`src/sv/dwpd_pkg.sv`:
```
// Package: shared widths, register codes and reset values for the PD drive block.
package dwpd_pkg;

	localparam int POS_W   = 21;
	localparam int ERR_W   = 23;
	localparam int GAIN_W  = 16;
	localparam int BAND_W  = 16;
	localparam int SLEW_W  = 15;
	localparam int DRV_W   = 16;
	localparam int CFG_W   = 21;
	localparam int IDX_W   = 3;

	typedef enum logic [IDX_W-1:0] {
		REG_TARGET_DEG  = 3'd0,
		REG_KP_GAIN     = 3'd1,
		REG_KD_GAIN     = 3'd2,
		REG_DONE_BAND   = 3'd3,
		REG_SLEW_DROP   = 3'd4,
		REG_START_DRIVE = 3'd5
	} reg_idx_t;

	localparam logic signed [POS_W-1:0]  RST_TARGET_DEG  = '0;
	localparam logic [GAIN_W-1:0]        RST_KP_GAIN     = 16'd3277;
	localparam logic [GAIN_W-1:0]        RST_KD_GAIN     = 16'd6554;
	localparam logic [BAND_W-1:0]        RST_DONE_BAND   = 16'd13;
	localparam logic [SLEW_W-1:0]        RST_SLEW_DROP   = 15'd2560;
	localparam logic signed [DRV_W-1:0]  RST_START_DRIVE = 16'sd5120;

endpackage

```
`src/sv/dwpd_side.sv`:
```
// One side's PD term, saturation to 16 bits and drop-rate floor.
module dwpd_side (
	input  logic signed [dwpd_pkg::ERR_W-1:0]  err,
	input  logic signed [dwpd_pkg::ERR_W-1:0]  last_err,
	input  logic signed [dwpd_pkg::DRV_W-1:0]  prev_drive,
	input  logic                               first,
	input  logic [dwpd_pkg::GAIN_W-1:0]        kp_gain,
	input  logic [dwpd_pkg::GAIN_W-1:0]        kd_gain,
	input  logic [dwpd_pkg::SLEW_W-1:0]        slew_drop,
	output logic signed [dwpd_pkg::DRV_W-1:0]  drive
);
	localparam int DIF_W = dwpd_pkg::ERR_W + 1;
	localparam int PKP_W = dwpd_pkg::ERR_W + dwpd_pkg::GAIN_W + 1;
	localparam int PKD_W = DIF_W + dwpd_pkg::GAIN_W + 1;
	localparam int SUM_W = PKD_W + 1;
	localparam int SCL_W = SUM_W - 8;
	localparam int LO_W  = dwpd_pkg::DRV_W + 1;
	localparam logic signed [SCL_W-1:0] SAT_HI = SCL_W'(32767);
	localparam logic signed [SCL_W-1:0] SAT_LO = -SCL_W'(32768);

	logic signed [DIF_W-1:0]           diff;
	logic signed [PKP_W-1:0]           p_kp;
	logic signed [PKD_W-1:0]           p_kd;
	logic signed [SUM_W-1:0]           sum;
	logic signed [SCL_W-1:0]           scaled;
	logic signed [dwpd_pkg::DRV_W-1:0] sat;
	logic signed [LO_W-1:0]            lo;

	assign diff   = first ? '0 : (DIF_W'(err) - DIF_W'(last_err));
	assign p_kp   = PKP_W'(err) * $signed({1'b0, kp_gain});
	assign p_kd   = PKD_W'(diff) * $signed({1'b0, kd_gain});
	assign sum    = SUM_W'(p_kp) + SUM_W'(p_kd);
	// drop the fraction bits: floor toward minus infinity
	assign scaled = sum[SUM_W-1:8];
	assign lo     = LO_W'(prev_drive) - $signed({2'b00, slew_drop});

	always_comb begin
		if (scaled > SAT_HI) begin
			sat = 16'sh7FFF;
		end else if (scaled < SAT_LO) begin
			sat = 16'sh8000;
		end else begin
			sat = scaled[dwpd_pkg::DRV_W-1:0];
		end
		if (LO_W'(sat) < lo) begin
			drive = lo[dwpd_pkg::DRV_W-1:0];
		end else begin
			drive = sat;
		end
	end
endmodule

```
`config.mk`:
```
export PLATFORM = sky130hd
export DESIGN_NAME = dwpd_side
export DESIGN_NICKNAME = d
export VERILOG_FILES = /design/src/sv/dwpd_pkg.sv /design/src/sv/dwpd_side.sv
export SDC_FILE = /design/constraint.sdc
export NUM_CORES = 2
export LEC_CHECK = 0
export BUFFER_PORTS_ARGS = -buffer_cell sky130_fd_sc_hd__buf_2
export CAP_MARGIN = 30
export CORE_MARGIN = 10
export CORE_UTILIZATION = 45
export DETAILED_ROUTE_END_ITERATION = 7
export PLACE_DENSITY_LB_ADDON = 0.2
export RECOVER_POWER = 50
export REMOVE_ABC_BUFFERS = 1
export SKIP_LAST_GASP = 1
export SYNTH_ARGS = -nofsm -noshare
export SYNTH_HDL_FRONTEND = slang
export SYNTH_SLANG_ARGS = --single-unit
export TNS_END_PERCENT = 5
```
`constraint.sdc`:
```
create_clock -name vclk -period 13.6
set_clock_uncertainty 0.1 [all_clocks]
set_input_delay 0.68 -clock vclk [all_inputs]
set_output_delay 0.68 -clock vclk [all_outputs]
set_load 0.005 [all_outputs]
```
After elaboration in Yosys (flattened, before gate mapping)
Index checks and enable logic that the tools add are counted.

word-level totals
  word-level logic and storage cells = 12
  bits in registers = 0

cells by class
  muxes and demuxes = 4
  add/subtract/negate cells = 3
  order comparisons = 3
  $mul = 2

operator list
  cell                                                          number
  two-way mux 16 bit                                            3
  adder 40 x 41 -> 42 bit                                       1
  multiplier 24 x 17 -> 41 bit                                  1
  multiplier 23 x 17 -> 40 bit                                  1
  > comparator 34 x 16 -> 1 bit, second input constant          1
  less-than comparator 34 x 16 -> 1 bit, second input constant  1
  two-way mux 24 bit                                            1
  subtractor 23 x 23 -> 24 bit                                  1
  less-than comparator 16 x 17 -> 1 bit                         1
  subtractor 16 x 16 -> 17 bit                                  1

Logic depth before layout (Yosys ltp)
  depth after elaboration = 9
  gate-level depth with buffers = 64
  gate-level depth less buffers = 60

Least setup slack after synthesis
Ideal clock, no wire load.

  path kind = input to output
  start = in err[0] in the netlist's numbering
  end = out drive[10] in the netlist's numbering
  data arrival time = 13,175 ps
  setup slack = -355 ps
  path buffers = 4
  cell stages on the path = 59
  path through = clkbuf_1 inv_1 ha_1 fa_1 nor2b_1 o21ai_0 a21boi_1 o21ai_0 a21oi_1 a2111oi_0 o21bai_1 a41oi_1 a21oi_1 a21bo_2 o41ai_1 xnor2_1 buf_2 nor2_1 [23 not listed] nand2_1 buf_2 a21oi_1 inv_1 ha_1 a21o_1 a21o_1 a21o_1 a21o_1 a21oi_1 nor2b_1 o21ai_0 nand2b_1 a21oi_1 o21ai_0 o41ai_4 buf_6 mux2i_1

between the ends
  cells in the longest elaborated chain, start to end = 9

ends and longest elaborated chain
  item                                   line             RTL
  start, declared                        dwpd_side.sv:3   input logic signed [dwpd_pkg::ERR_W-1:0] err,
  subtractor 23 x 23 -> 24 bit           dwpd_side.sv:29  assign diff = first ? '0 : (DIF_W'(err) - DIF_W'(last_err));
  two-way mux 24 bit                     dwpd_side.sv:29
  multiplier 24 x 17 -> 41 bit           dwpd_side.sv:31  assign p_kd = PKD_W'(diff) * $signed({1'b0, kd_gain});
  adder 40 x 41 -> 42 bit *              dwpd_side.sv:32  assign sum = SUM_W'(p_kp) + SUM_W'(p_kd);
  less-than comparator 34 x 16 -> 1 bit  dwpd_side.sv:40  end else if (scaled < SAT_LO) begin
  two-way mux 16 bit                     dwpd_side.sv:40
  two-way mux 16 bit *                   dwpd_side.sv:38  if (scaled > SAT_HI) begin
  less-than comparator 16 x 17 -> 1 bit  dwpd_side.sv:45  if (LO_W'(sat) < lo) begin
  two-way mux 16 bit *                   dwpd_side.sv:45
  end, declared                          dwpd_side.sv:10  output logic signed [dwpd_pkg::DRV_W-1:0] drive

Every way passes the cells marked *; elsewhere a longest branch is shown, timed or not.

Worst setup path after layout
  start = in err[0] in the netlist's numbering
  end = out drive[1] in the netlist's numbering

The elaborated chain is that of the path after synthesis.

==> metrics.cfg <==
[timing]
final.setup.worst_slack_ns=-0.176
hold_viol=0
drv_slew=0
rsz0062_at_grt=yes
fin_crit_ns=13.78
setup_viol=16
worstMarginPinSlew_ns=0.968
fin_tns_setup_ns=-2.41
timing.final.crit_share=1.01
fmax_mhz=72.6
timing.slew.headroom=0.353

[finish]
layout_common_cells=inv_1 (984), fa_1 (818), nand2_1 (451)
final_area_sq_um=34100
final_common_cell=inv_1
ff_latch_area_sq_um=0
syn_to_final_growth_pct=12.6
fin_nets=4887
nClkBuffers=0
antenna-diode-count=0
drive_above_1_share=0.132
seq_cell_count=0
fillCellCount=6463

[place]
pre_cts_slack_ns=-1.10
dpl_cell_area_sq_um=33800
gp_congestion=0.931
port_buffers=126
hpwl_microns=75400

[detailed_routing]
vias=22700
dr.pass1.iters=5
drc=0
drt_iter0_drc=1006
routed_wl_microns=84700
routed_via_density=4.94
ant_nets=0
drt-wirelength-per-cell_microns=18.4

[grt]
grt_pass1_vias=25800
overflow=0
grt_pass1_wl_microns=139000
antenna_found_initial=5
gr-usage-all-layers=0.227
grt_max_degree=24

[flow_run]
drv_cap=0

[critical_path]
path_max_fanout=8
slowest_stage=fa_1
cp-start-kind=input port
crit_arrival_ns=13.00
critPathRequiredTime_ns=12.82
critical_path_class=input port to primary output
critPathMaxStageDelay_ns=0.54
critPathCaptureType=primary output

[floorplanning]
die_x_microns=279
core_area_sq_um=66900
ioPinCount=126
rows=95
die_h_microns=279
initial_core_util=0.453
dieArea_sq_um=78100

[synthesis]
syn_inst=3419
synthTopCellsByArea=fa_1 (54%), inv_1 (12%), ha_1 (9.0%)
synth_top_area_share=0.544
synth_warnings=0
syn-mean-instance-area_sq_um=8.86
yosysTopAreaCell=fa_1
synthDistinctLibCells=67
seq_area_frac_synth=0
syn_area_sq_um=30300

[worst_hold_path]
hp-class=input port to primary output

[cts]
hold_buffers=0

[status]
status=complete, but fails checks
violations=setup timing

==> path summary, 6_finish.rpt <==
kind / to / from / cells past startpoint
max: drive[1] / err[0] / 65
min: drive[15] / prev_drive[15] / 4
==> layout make-up <==
type	instances	area, sq um	area share
multi-input cells	2321	26300	0.773
inverters	985	3700	0.108
repair buffers	427	2960	0.0868
well taps	873	1090	0.0320
==> cell families after synthesis <==
group / count (synthesis) / synth area share
buffers and inverters: 1098 / 0.137
adder cells (fa/ha/maj): 1042 / 0.634
AND/OR/NAND/NOR: 974 / 0.155
AO/OA/AOI/OAI: 215 / 0.0470
XOR/XNOR: 74 / 0.0214
multiplexers: 16 / 0.00537
==> synth_stat cells (all sizes together) (5+ instances only) <==
master	instances
a211oi	7
a21o	31
a21oi	75
a31oi	8
and2	275
and3	13
buf	11
clkbuf	102
fa	823
ha	219
inv	985
mux2i	14
nand2	452
nand2b	30
nand3	12
nand4	14
nor2	107
nor2b	24
nor3	19
o21a	9
o21ai	44
o21bai	8
or2	10
or3	5
xnor2	52
xor2	22
==> metrics by stage <==
stage	cells	hold WS (ns)	util
3_5_place_dp	4588	1.73	0.505
4_1_cts	4605	1.74	0.509
6_report	4606	1.72	0.510
2_1_floorplan	3306	1.46	-
5_1_grt	4606	1.76	0.510
3_3_place_gp	4588	1.72	0.505
==> worst max-delay path: cells and delay by family <==
kind,cells,cell delay (ns)
AO/OA/AOI/OAI,29,4.24
adder cells (fa/ha/maj),12,4.90
multiplexers,1,0.30
XOR/XNOR,1,0.31
AND/OR/NAND/NOR,7,0.98
buffers and inverters,15,1.55
==> metal layers <==
layer / global-route usage / share of wire
met5: 0 / 0
met4: 0.0879 / 0.049
met3: 0.0156 / 0.035
met2: 0.420 / 0.52
met1: 0.270 / 0.40
==> what timing repair did <==
action | 4_1_cts | 5_1_grt
buffers inserted | 17 | 1
gates resized for setup | 48 | 5
pin swaps | 32 | 4
setup endpoints to repair | 16 | 16
Power is not shown: default switching activity piles up to over one toggle a cycle in this logic, so the estimate is an artifact.
