===== src/sv/dwpd_pkg.sv =====
// Package: shared widths, register codes and reset values for the PD drive block.
package dwpd_pkg;

	localparam int POS_W   = 21;
	localparam int ERR_W   = 23;
	localparam int GAIN_W  = 16;
	localparam int BAND_W  = 16;
	localparam int SLEW_W  = 15;
	localparam int DRV_W   = 16;
	localparam int CFG_W   = 21;
	localparam int IDX_W   = 3;

	typedef enum logic [IDX_W-1:0] {
		REG_TARGET_DEG  = 3'd0,
		REG_KP_GAIN     = 3'd1,
		REG_KD_GAIN     = 3'd2,
		REG_DONE_BAND   = 3'd3,
		REG_SLEW_DROP   = 3'd4,
		REG_START_DRIVE = 3'd5
	} reg_idx_t;

	localparam logic signed [POS_W-1:0]  RST_TARGET_DEG  = '0;
	localparam logic [GAIN_W-1:0]        RST_KP_GAIN     = 16'd3277;
	localparam logic [GAIN_W-1:0]        RST_KD_GAIN     = 16'd6554;
	localparam logic [BAND_W-1:0]        RST_DONE_BAND   = 16'd13;
	localparam logic [SLEW_W-1:0]        RST_SLEW_DROP   = 15'd2560;
	localparam logic signed [DRV_W-1:0]  RST_START_DRIVE = 16'sd5120;

endpackage


===== src/sv/dwpd_error.sv =====
// Side error: target minus the truncated average of three encoder positions.
module dwpd_error (
	input  logic signed [dwpd_pkg::POS_W-1:0] pos_a,
	input  logic signed [dwpd_pkg::POS_W-1:0] pos_b,
	input  logic signed [dwpd_pkg::POS_W-1:0] pos_c,
	input  logic signed [dwpd_pkg::POS_W-1:0] target,
	output logic signed [dwpd_pkg::ERR_W-1:0] err
);
	// reciprocal of three, exact for magnitudes below 2^22
	localparam int MAG_W = 22;
	localparam int RSH   = 24;
	localparam int RCP_W = 23;
	localparam logic [RCP_W-1:0] RECIP3 = 23'd5592406;

	logic signed [dwpd_pkg::ERR_W-1:0] sum;
	logic [MAG_W-1:0]                  mag;
	logic [MAG_W+RCP_W-1:0]            prod;
	logic [MAG_W-1:0]                  quo;
	logic signed [dwpd_pkg::ERR_W-1:0] avg;

	assign sum  = dwpd_pkg::ERR_W'(pos_a) + dwpd_pkg::ERR_W'(pos_b) + dwpd_pkg::ERR_W'(pos_c);
	assign mag  = sum[dwpd_pkg::ERR_W-1] ? MAG_W'(-sum) : MAG_W'(sum);
	assign prod = {{RCP_W{1'b0}}, mag} * {{MAG_W{1'b0}}, RECIP3};
	assign quo  = MAG_W'(prod >> RSH);
	// truncate toward zero: divide the magnitude, then restore the sign
	assign avg  = sum[dwpd_pkg::ERR_W-1] ? -$signed({1'b0, quo}) : $signed({1'b0, quo});
	assign err  = dwpd_pkg::ERR_W'(target) - avg;
endmodule


===== config.mk =====
export PLATFORM = sky130hd
export DESIGN_NAME = dwpd_error
export DESIGN_NICKNAME = d
export VERILOG_FILES = /design/src/sv/dwpd_pkg.sv /design/src/sv/dwpd_error.sv
export SDC_FILE = /design/constraint.sdc
export NUM_CORES = 1
export LEC_CHECK = 0
export BUFFER_PORTS_ARGS = -buffer_cell sky130_fd_sc_hd__buf_2
export CORE_ASPECT_RATIO = 1.4
export CORE_MARGIN = 3
export CORE_UTILIZATION = 45
export DETAILED_ROUTE_END_ITERATION = 6
export SLEW_MARGIN = 5
export SYNTH_ARGS = -nofsm -noshare
export SYNTH_HDL_FRONTEND = slang
export SYNTH_SLANG_ARGS = --single-unit

===== constraint.sdc =====
create_clock -name vclk -period 41.9
set_input_delay 12.57 -clock vclk [all_inputs]
set_output_delay 12.57 -clock vclk [all_outputs]
set_load 0.03 [all_outputs]

Word-level counts from Yosys, hierarchy flattened:

Index checks and enable logic that the tools add are counted.

* equal/unequal tests: 0
* multiplexer cells: 2
* shifts and indexed selects: 0
* magnitude comparators: 0
* reductions and logical operators: 0
* multiply operators: 1
* bitwise gates (word level): 0
* divide/modulo/power cells: 0
* add/sub/neg operators: 5

Operators with widths (count)
* 22-bit by 22-bit multiplier with 44-bit output (second input constant): 1
* 22-bit by 21-bit adder with 23-bit output: 1
* 23-bit 2-to-1 mux: 1
* 21-bit negator with 23-bit output: 1
* 21-bit by 23-bit subtractor with 23-bit output: 1
* 21-bit by 21-bit adder with 22-bit output: 1
* 22-bit 2-to-1 mux: 1
* 22-bit negator: 1

* memory bits (read-only): 0
* register bits: 0
* memories kept: 0
* input bits: 84
* memory bits (writable): 0
* bits in latches: 0

Longest topological paths before layout:

Gate-level depths: netlist of the first run.

* word-level depth: 8
* gate-level depth with buffers: 57

Worst setup path before layout of the first run:

Ideal clock, no wire load.

* path type: in2out
* from: in pos_a[1] in the netlist's numbering
* to: out err[22] in the netlist's numbering
* data arrival time: 25779 ps
* data required time: 29330 ps
* path slack: 3551 ps
* path buffers: 0
* stages: 51
* path through: inv_1 -> fa_1 -> inv_1 -> ha_1 -> fa_1 -> or3_1 -> or3_1 -> or3_1 -> or3_1 -> or2_2 -> nor4_1 -> nand3_1 -> nor4b_1 -> mux2i_1 -> xor2_1 -> inv_1 -> fa_1 -> inv_1 -> (+15 left out) -> ha_1 -> inv_1 -> or4_1 -> nor2_1 -> nor2_1 -> xnor2_1 -> ha_1 -> and2_1 -> o21a_1 -> a41oi_1 -> a211o_1 -> o211ai_1 -> a31oi_1 -> o21bai_1 -> a2111oi_0 -> nor3_1 -> xor2_1 -> xnor2_1

* cells in the longest elaborated chain, start to end: 8

Ends and longest elaborated chain
* start: declaration: line dwpd_error.sv:3 `input logic signed [dwpd_pkg::POS_W-1:0] pos_a,`
* 21-bit by 21-bit adder with 22-bit output (*): line dwpd_error.sv:21 `assign sum = dwpd_pkg::ERR_W'(pos_a) + dwpd_pkg::ERR_W'(pos_b) + dwpd_pkg::ERR_W'(pos_c);`
* 22-bit by 21-bit adder with 23-bit output (*): line dwpd_error.sv:21
* 22-bit negator: line dwpd_error.sv:22 `assign mag = sum[dwpd_pkg::ERR_W-1] ? MAG_W'(-sum) : MAG_W'(sum);`
* 22-bit 2-to-1 mux: line dwpd_error.sv:22
* 22-bit by 22-bit multiplier with 44-bit output: line dwpd_error.sv:23 `assign prod = {{RCP_W{1'b0}}, mag} * {{MAG_W{1'b0}}, RECIP3};`
* 21-bit negator with 23-bit output: line dwpd_error.sv:26 `assign avg = sum[dwpd_pkg::ERR_W-1] ? -$signed({1'b0, quo}) : $signed({1'b0, quo});`
* 23-bit 2-to-1 mux (*): line dwpd_error.sv:26
* 21-bit by 23-bit subtractor with 23-bit output (*): line dwpd_error.sv:27 `assign err = dwpd_pkg::ERR_W'(target) - avg;`
* end: declaration: line dwpd_error.sv:7 `output logic signed [dwpd_pkg::ERR_W-1:0] err`

Mark *: on every way between the ends. The rest lies on a longest branch, timed or not.

Final worst setup path of the first run:

Ends and elaborated chain as after synthesis.

==> flow_summary.yaml, run 1 <==
synth:
  syn_nets: 2039
  yosys.area.top_type: "fa_1"
  ys_warn_count: 0
  netlist_area_mm2: 0.01283
  yosysSeqAreaShare_pct: 0
  syn-instance-count: 1503
  synth_area_leaders: "fa_1 (31%), ha_1 (25%), inv_1 (11%), xnor2_1 (4.6%), a21oi_1 (2.7%)"
  synth_area_per_cell_um2: 8.537
  synth_cell_type_count: 78
  synth_top_area_share_pct: 30.89
sta:
  hold_viol: 0
  fin_crit_sh_pct: 95.07
  grt_setup_unrepaired: "no"
  timing.fmax_mhz: 25.10
  tightest_slew_ns: 1.057
  finalCriticalPeriod_ns: 39.83
  slew_violations: 0
  fin_tns_setup_ns: 0
  setup_viol: 0
  slew_headroom_pct: 29.00
drt:
  drt-met1-wl_mm: 13.86
  wl_met3_um: 915
  vias_per_cell: 5.379
  drt_pass1_iterations: 5
  routedWlPerCell_um: 17.49
  top_layer: "met4"
  drc: 0
  met2_length_mm: 18.28
  drt_iter0_drc: 439
  detail-route-antenna-nets: 0
  drt_wl_total_mm: 34.52
  vias: 10620
die:
  fp.dieH_um: 205.8
  die_x_um: 148.7
  start_util_pct: 46.09
  core_area_mm2: 0.02784
  ios: 107
  row_count: 72
  fp.dieArea_mm2: 0.03060
layout:
  area_growth_pct: 7.976
  fin_area_mm2: 0.01385
  n_clock_buffer: 0
  fin_nets: 2142
  diodes: 0
  flops_and_latches: 0
  layout_common_cells: "inv_1 (363), ha_1 (254), fa_1 (198), buf_2 (107), nor2_1 (72)"
  fillers: 2733
  register_area_um2: 0
  drive_above_1_share_pct: 9.040
  layout_commonest_cell: "inv_1"
  multi_input_area_mm2: 0.01140
setup_path:
  cp.required_ns: 29.33
  cpPeakStageDelay_ns: 0.72
  worst_setup_path_end_kind: "output port"
  cp-start-kind: "input pin"
  critPathArrivalTime_ns: 27.26
  path_class: "in2out"
  cp_slowest_cell: "xor2_1"
  crit_fanout: 6
global_routing:
  grt_antenna_before_repair: 0
  grt_max_degree: 23
  grt_pass1_wl_mm: 56.28
  grtUsageTotal_pct: 23.09
  overflow: 0
  grt_pass1_vias: 11030
min_path:
  min_to: "err[0]"
  hp-start: "target[0]"
  hp-class: "in2out"
  worstHoldPathCells: 5
place:
  port_buffers: 107
  placed_cell_area_mm2: 0.01385
  hpwl_mm: 31.56
  globalplace.congestion: 0.9227
clock_tree:
  ctsHoldBuffers: 0
  cts_resized: 0
  cts_setup_buffers: 0
status:
  outcome: "finished clean"
run:
  cap_violations: 0
-- per-stage QoR --
stage          utilization, %  std cells  setup slack (ns)  hold slack [ns]
2_1_floorplan               -       1503             3.551            25.41
3_3_place_gp            49.77       1974             2.378            25.60
3_5_place_dp            49.77       1974             2.027            25.60
4_1_cts                 49.77       1974             1.964            25.60
5_1_grt                 49.77       1974             1.196            25.62
6_report                49.77       1974             2.067            25.60
-- cell usage after synthesis (15+ instances only) --
cell	number
or3_1	17
fa_1	198
nand3_1	29
a21oi_1	70
o21ai_0	41
ha_1	254
xor2_1	27
a21o_1	34
o21a_1	15
nor2_1	72
clkbuf_1	17
nor3_1	35
nand2_1	64
inv_1	363
xnor2_1	68
-- critical path, delay by kind of cell --
kind | cells | cell delay, ns
AND/OR/NAND/NOR | 16 | 4.56
adder cells (fa/ha/maj) | 12 | 5.34
buffers and inverters | 10 | 0.98
multiplexers | 1 | 0.26
XOR/XNOR | 5 | 1.53
AO/OA/AOI/OAI | 9 | 2.01
-- how the worst max path moves through the flow --
stage	start	endpoint	slack, ns	depth (start not counted)
floorplan	pos_a[1]	err[22]	3.55	51
CTS	pos_a[1]	err[22]	1.96	53
global placement	pos_a[1]	err[22]	2.38	53
global route	pos_a[1]	err[22]	1.20	53
finish	pos_a[1]	err[22]	2.07	53
detailed placement	pos_a[1]	err[22]	2.03	53
-- cells by family (layout without fill, tap and decap cells) --
kind of cell	Yosys count	in the layout	share of synthesized area (%)
mux	5	5	0.3998
fa+ha+maj	452	452	55.66
buf+inv	382	483	11.18
simple gates	306	306	12.23
xor+xnor	95	95	6.485
compound gates	263	263	14.04
-- layer usage --
layer | up-vias | track usage (%)
met2 | 214 | 43.88
met4 | 0 | 7.164
met3 | 60 | 0.9033
met1 | 5167 | 27.96
li1 | 5178 | -
met5 | - | 0
-- area by class of cell --
| class | count | area share, % |
|---|---|---|
| timing repair buffer | 120 | 4.570 |
| multi-input combinational | 1121 | 82.25 |
| inverter | 363 | 9.835 |
| tap | 370 | 3.341 |
Power of run 1 is left out: the tool's default activity adds up to more than one toggle a clock period on the data nets, which glitch-free logic cannot reach.
==> run 2, diff against run 1 <==
- GPL_TIMING_DRIVEN: not set -> 0
==> flow_summary.yaml, run 2 (same netlist as run 1, synthesis figures left out) <==
status:
  outcome: "finished clean"
clock_tree:
  ctsHoldBuffers: 0
  cts_resized: 0
  cts_setup_buffers: 0
die:
  die_x_um: 148.7
  start_util_pct: 46.09
  fp.dieH_um: 205.8
  ios: 107
  fp.dieArea_mm2: 0.03060
  row_count: 72
  core_area_mm2: 0.02784
layout:
  area_growth_pct: 7.859
  multi_input_area_mm2: 0.01140
  fillers: 2733
  layout_commonest_cell: "inv_1"
  n_clock_buffer: 0
  layout_common_cells: "inv_1 (363), ha_1 (254), fa_1 (198), buf_2 (108), nor2_1 (72)"
  drive_above_1_share_pct: 8.318
  fin_nets: 2149
  register_area_um2: 0
  flops_and_latches: 0
sta:
  grt_setup_unrepaired: "no"
  fin_tns_setup_ns: 0
  finalCriticalPeriod_ns: 40.70
  slew_headroom_pct: 20.20
  tightest_slew_ns: 1.188
  fin_crit_sh_pct: 97.13
  setup_viol: 0
  slew_violations: 0
  hold_viol: 0
  timing.fmax_mhz: 24.57
drt:
  vias: 10650
  vias_per_cell: 5.375
  routedWlPerCell_um: 17.62
  drt_pass1_iterations: 5
  detail-route-antenna-nets: 0
  drt_wl_total_mm: 34.92
  drt_iter0_drc: 418
  drc: 0
setup_path:
  cp.required_ns: 29.33
  endpoint: "err[22]"
  critPathArrivalTime_ns: 28.13
  path_class: "in2out"
  worstSetupStartpoint: "pos_a[2]"
  crit_fanout: 11
  worst_setup_path_end_kind: "output port"
  cp-start-kind: "input pin"
  cp_slowest_cell: "clkbuf_1"
  cpPeakStageDelay_ns: 0.77
place:
  port_buffers: 107
  hpwl_mm: 31.54
  globalplace.congestion: 0.9645
global_routing:
  overflow: 0
  grt_pass1_vias: 11160
  grt_pass1_wl_mm: 56.64
  grt_antenna_before_repair: 0
  grtUsageTotal_pct: 23.25
  grt_max_degree: 11
min_path:
  hp-class: "in2out"
run:
  cap_violations: 0
==> run 2: how the worst min path moves through the flow <==
stage	start	end	slack, ns	depth (start not counted)
6_report	target[0]	err[0]	25.60	5
4_1_cts	target[0]	err[0]	25.61	5
2_1_floorplan	target[0]	err[0]	25.41	3
3_5_place_dp	target[0]	err[0]	25.61	5
5_1_grt	target[1]	err[1]	25.65	3
3_3_place_gp	target[0]	err[0]	25.60	5
==> run 2: per-layer routing <==
metal | up-vias | share of wire, % | global-route usage [%]
li1 | 5192 | - | -
met1 | 5144 | 39 | 27.76
met2 | 247 | 52 | 43.11
met3 | 71 | 3.0 | 0.9694
met4 | 0 | 5.4 | 10.20
met5 | - | 0 | 0
==> run 2: layout make-up <==
cell class / count / share of cell area (%)
Tap cell: 370 / 3.345
Buffer: 19 / 0.5244
Multi-Input combinational cell: 1121 / 82.34
Timing Repair Buffer: 108 / 3.924
Inverter: 363 / 9.845
Antenna cell: 1 / 0.01808
==> run 2: stage by stage <==
stage                     setup WS [ns]  instance area [um2]  hold slack [ns]  utilization (%)  std cells
after floorplan                   3.551                12830            25.41                -       1503
after global placement            1.448                13830            25.60            49.68       1980
after detailed placement          1.290                13840            25.61            49.71       1981
after CTS                         1.217                13840            25.61            49.71       1981
after global routing             0.4753                13840            25.65            49.71       1981
final                             1.204                13840            25.60            49.72       1982
==> run 2: critical path, delay by kind of cell <==
kind | cells | cell delay, ns
adders and majority gates | 12 | 5.59
AOI/OAI and AO/OA | 15 | 3.50
and+or+nand+nor | 11 | 2.38
buffers and inverters | 11 | 2.31
xor gates and xnor gates | 5 | 1.73
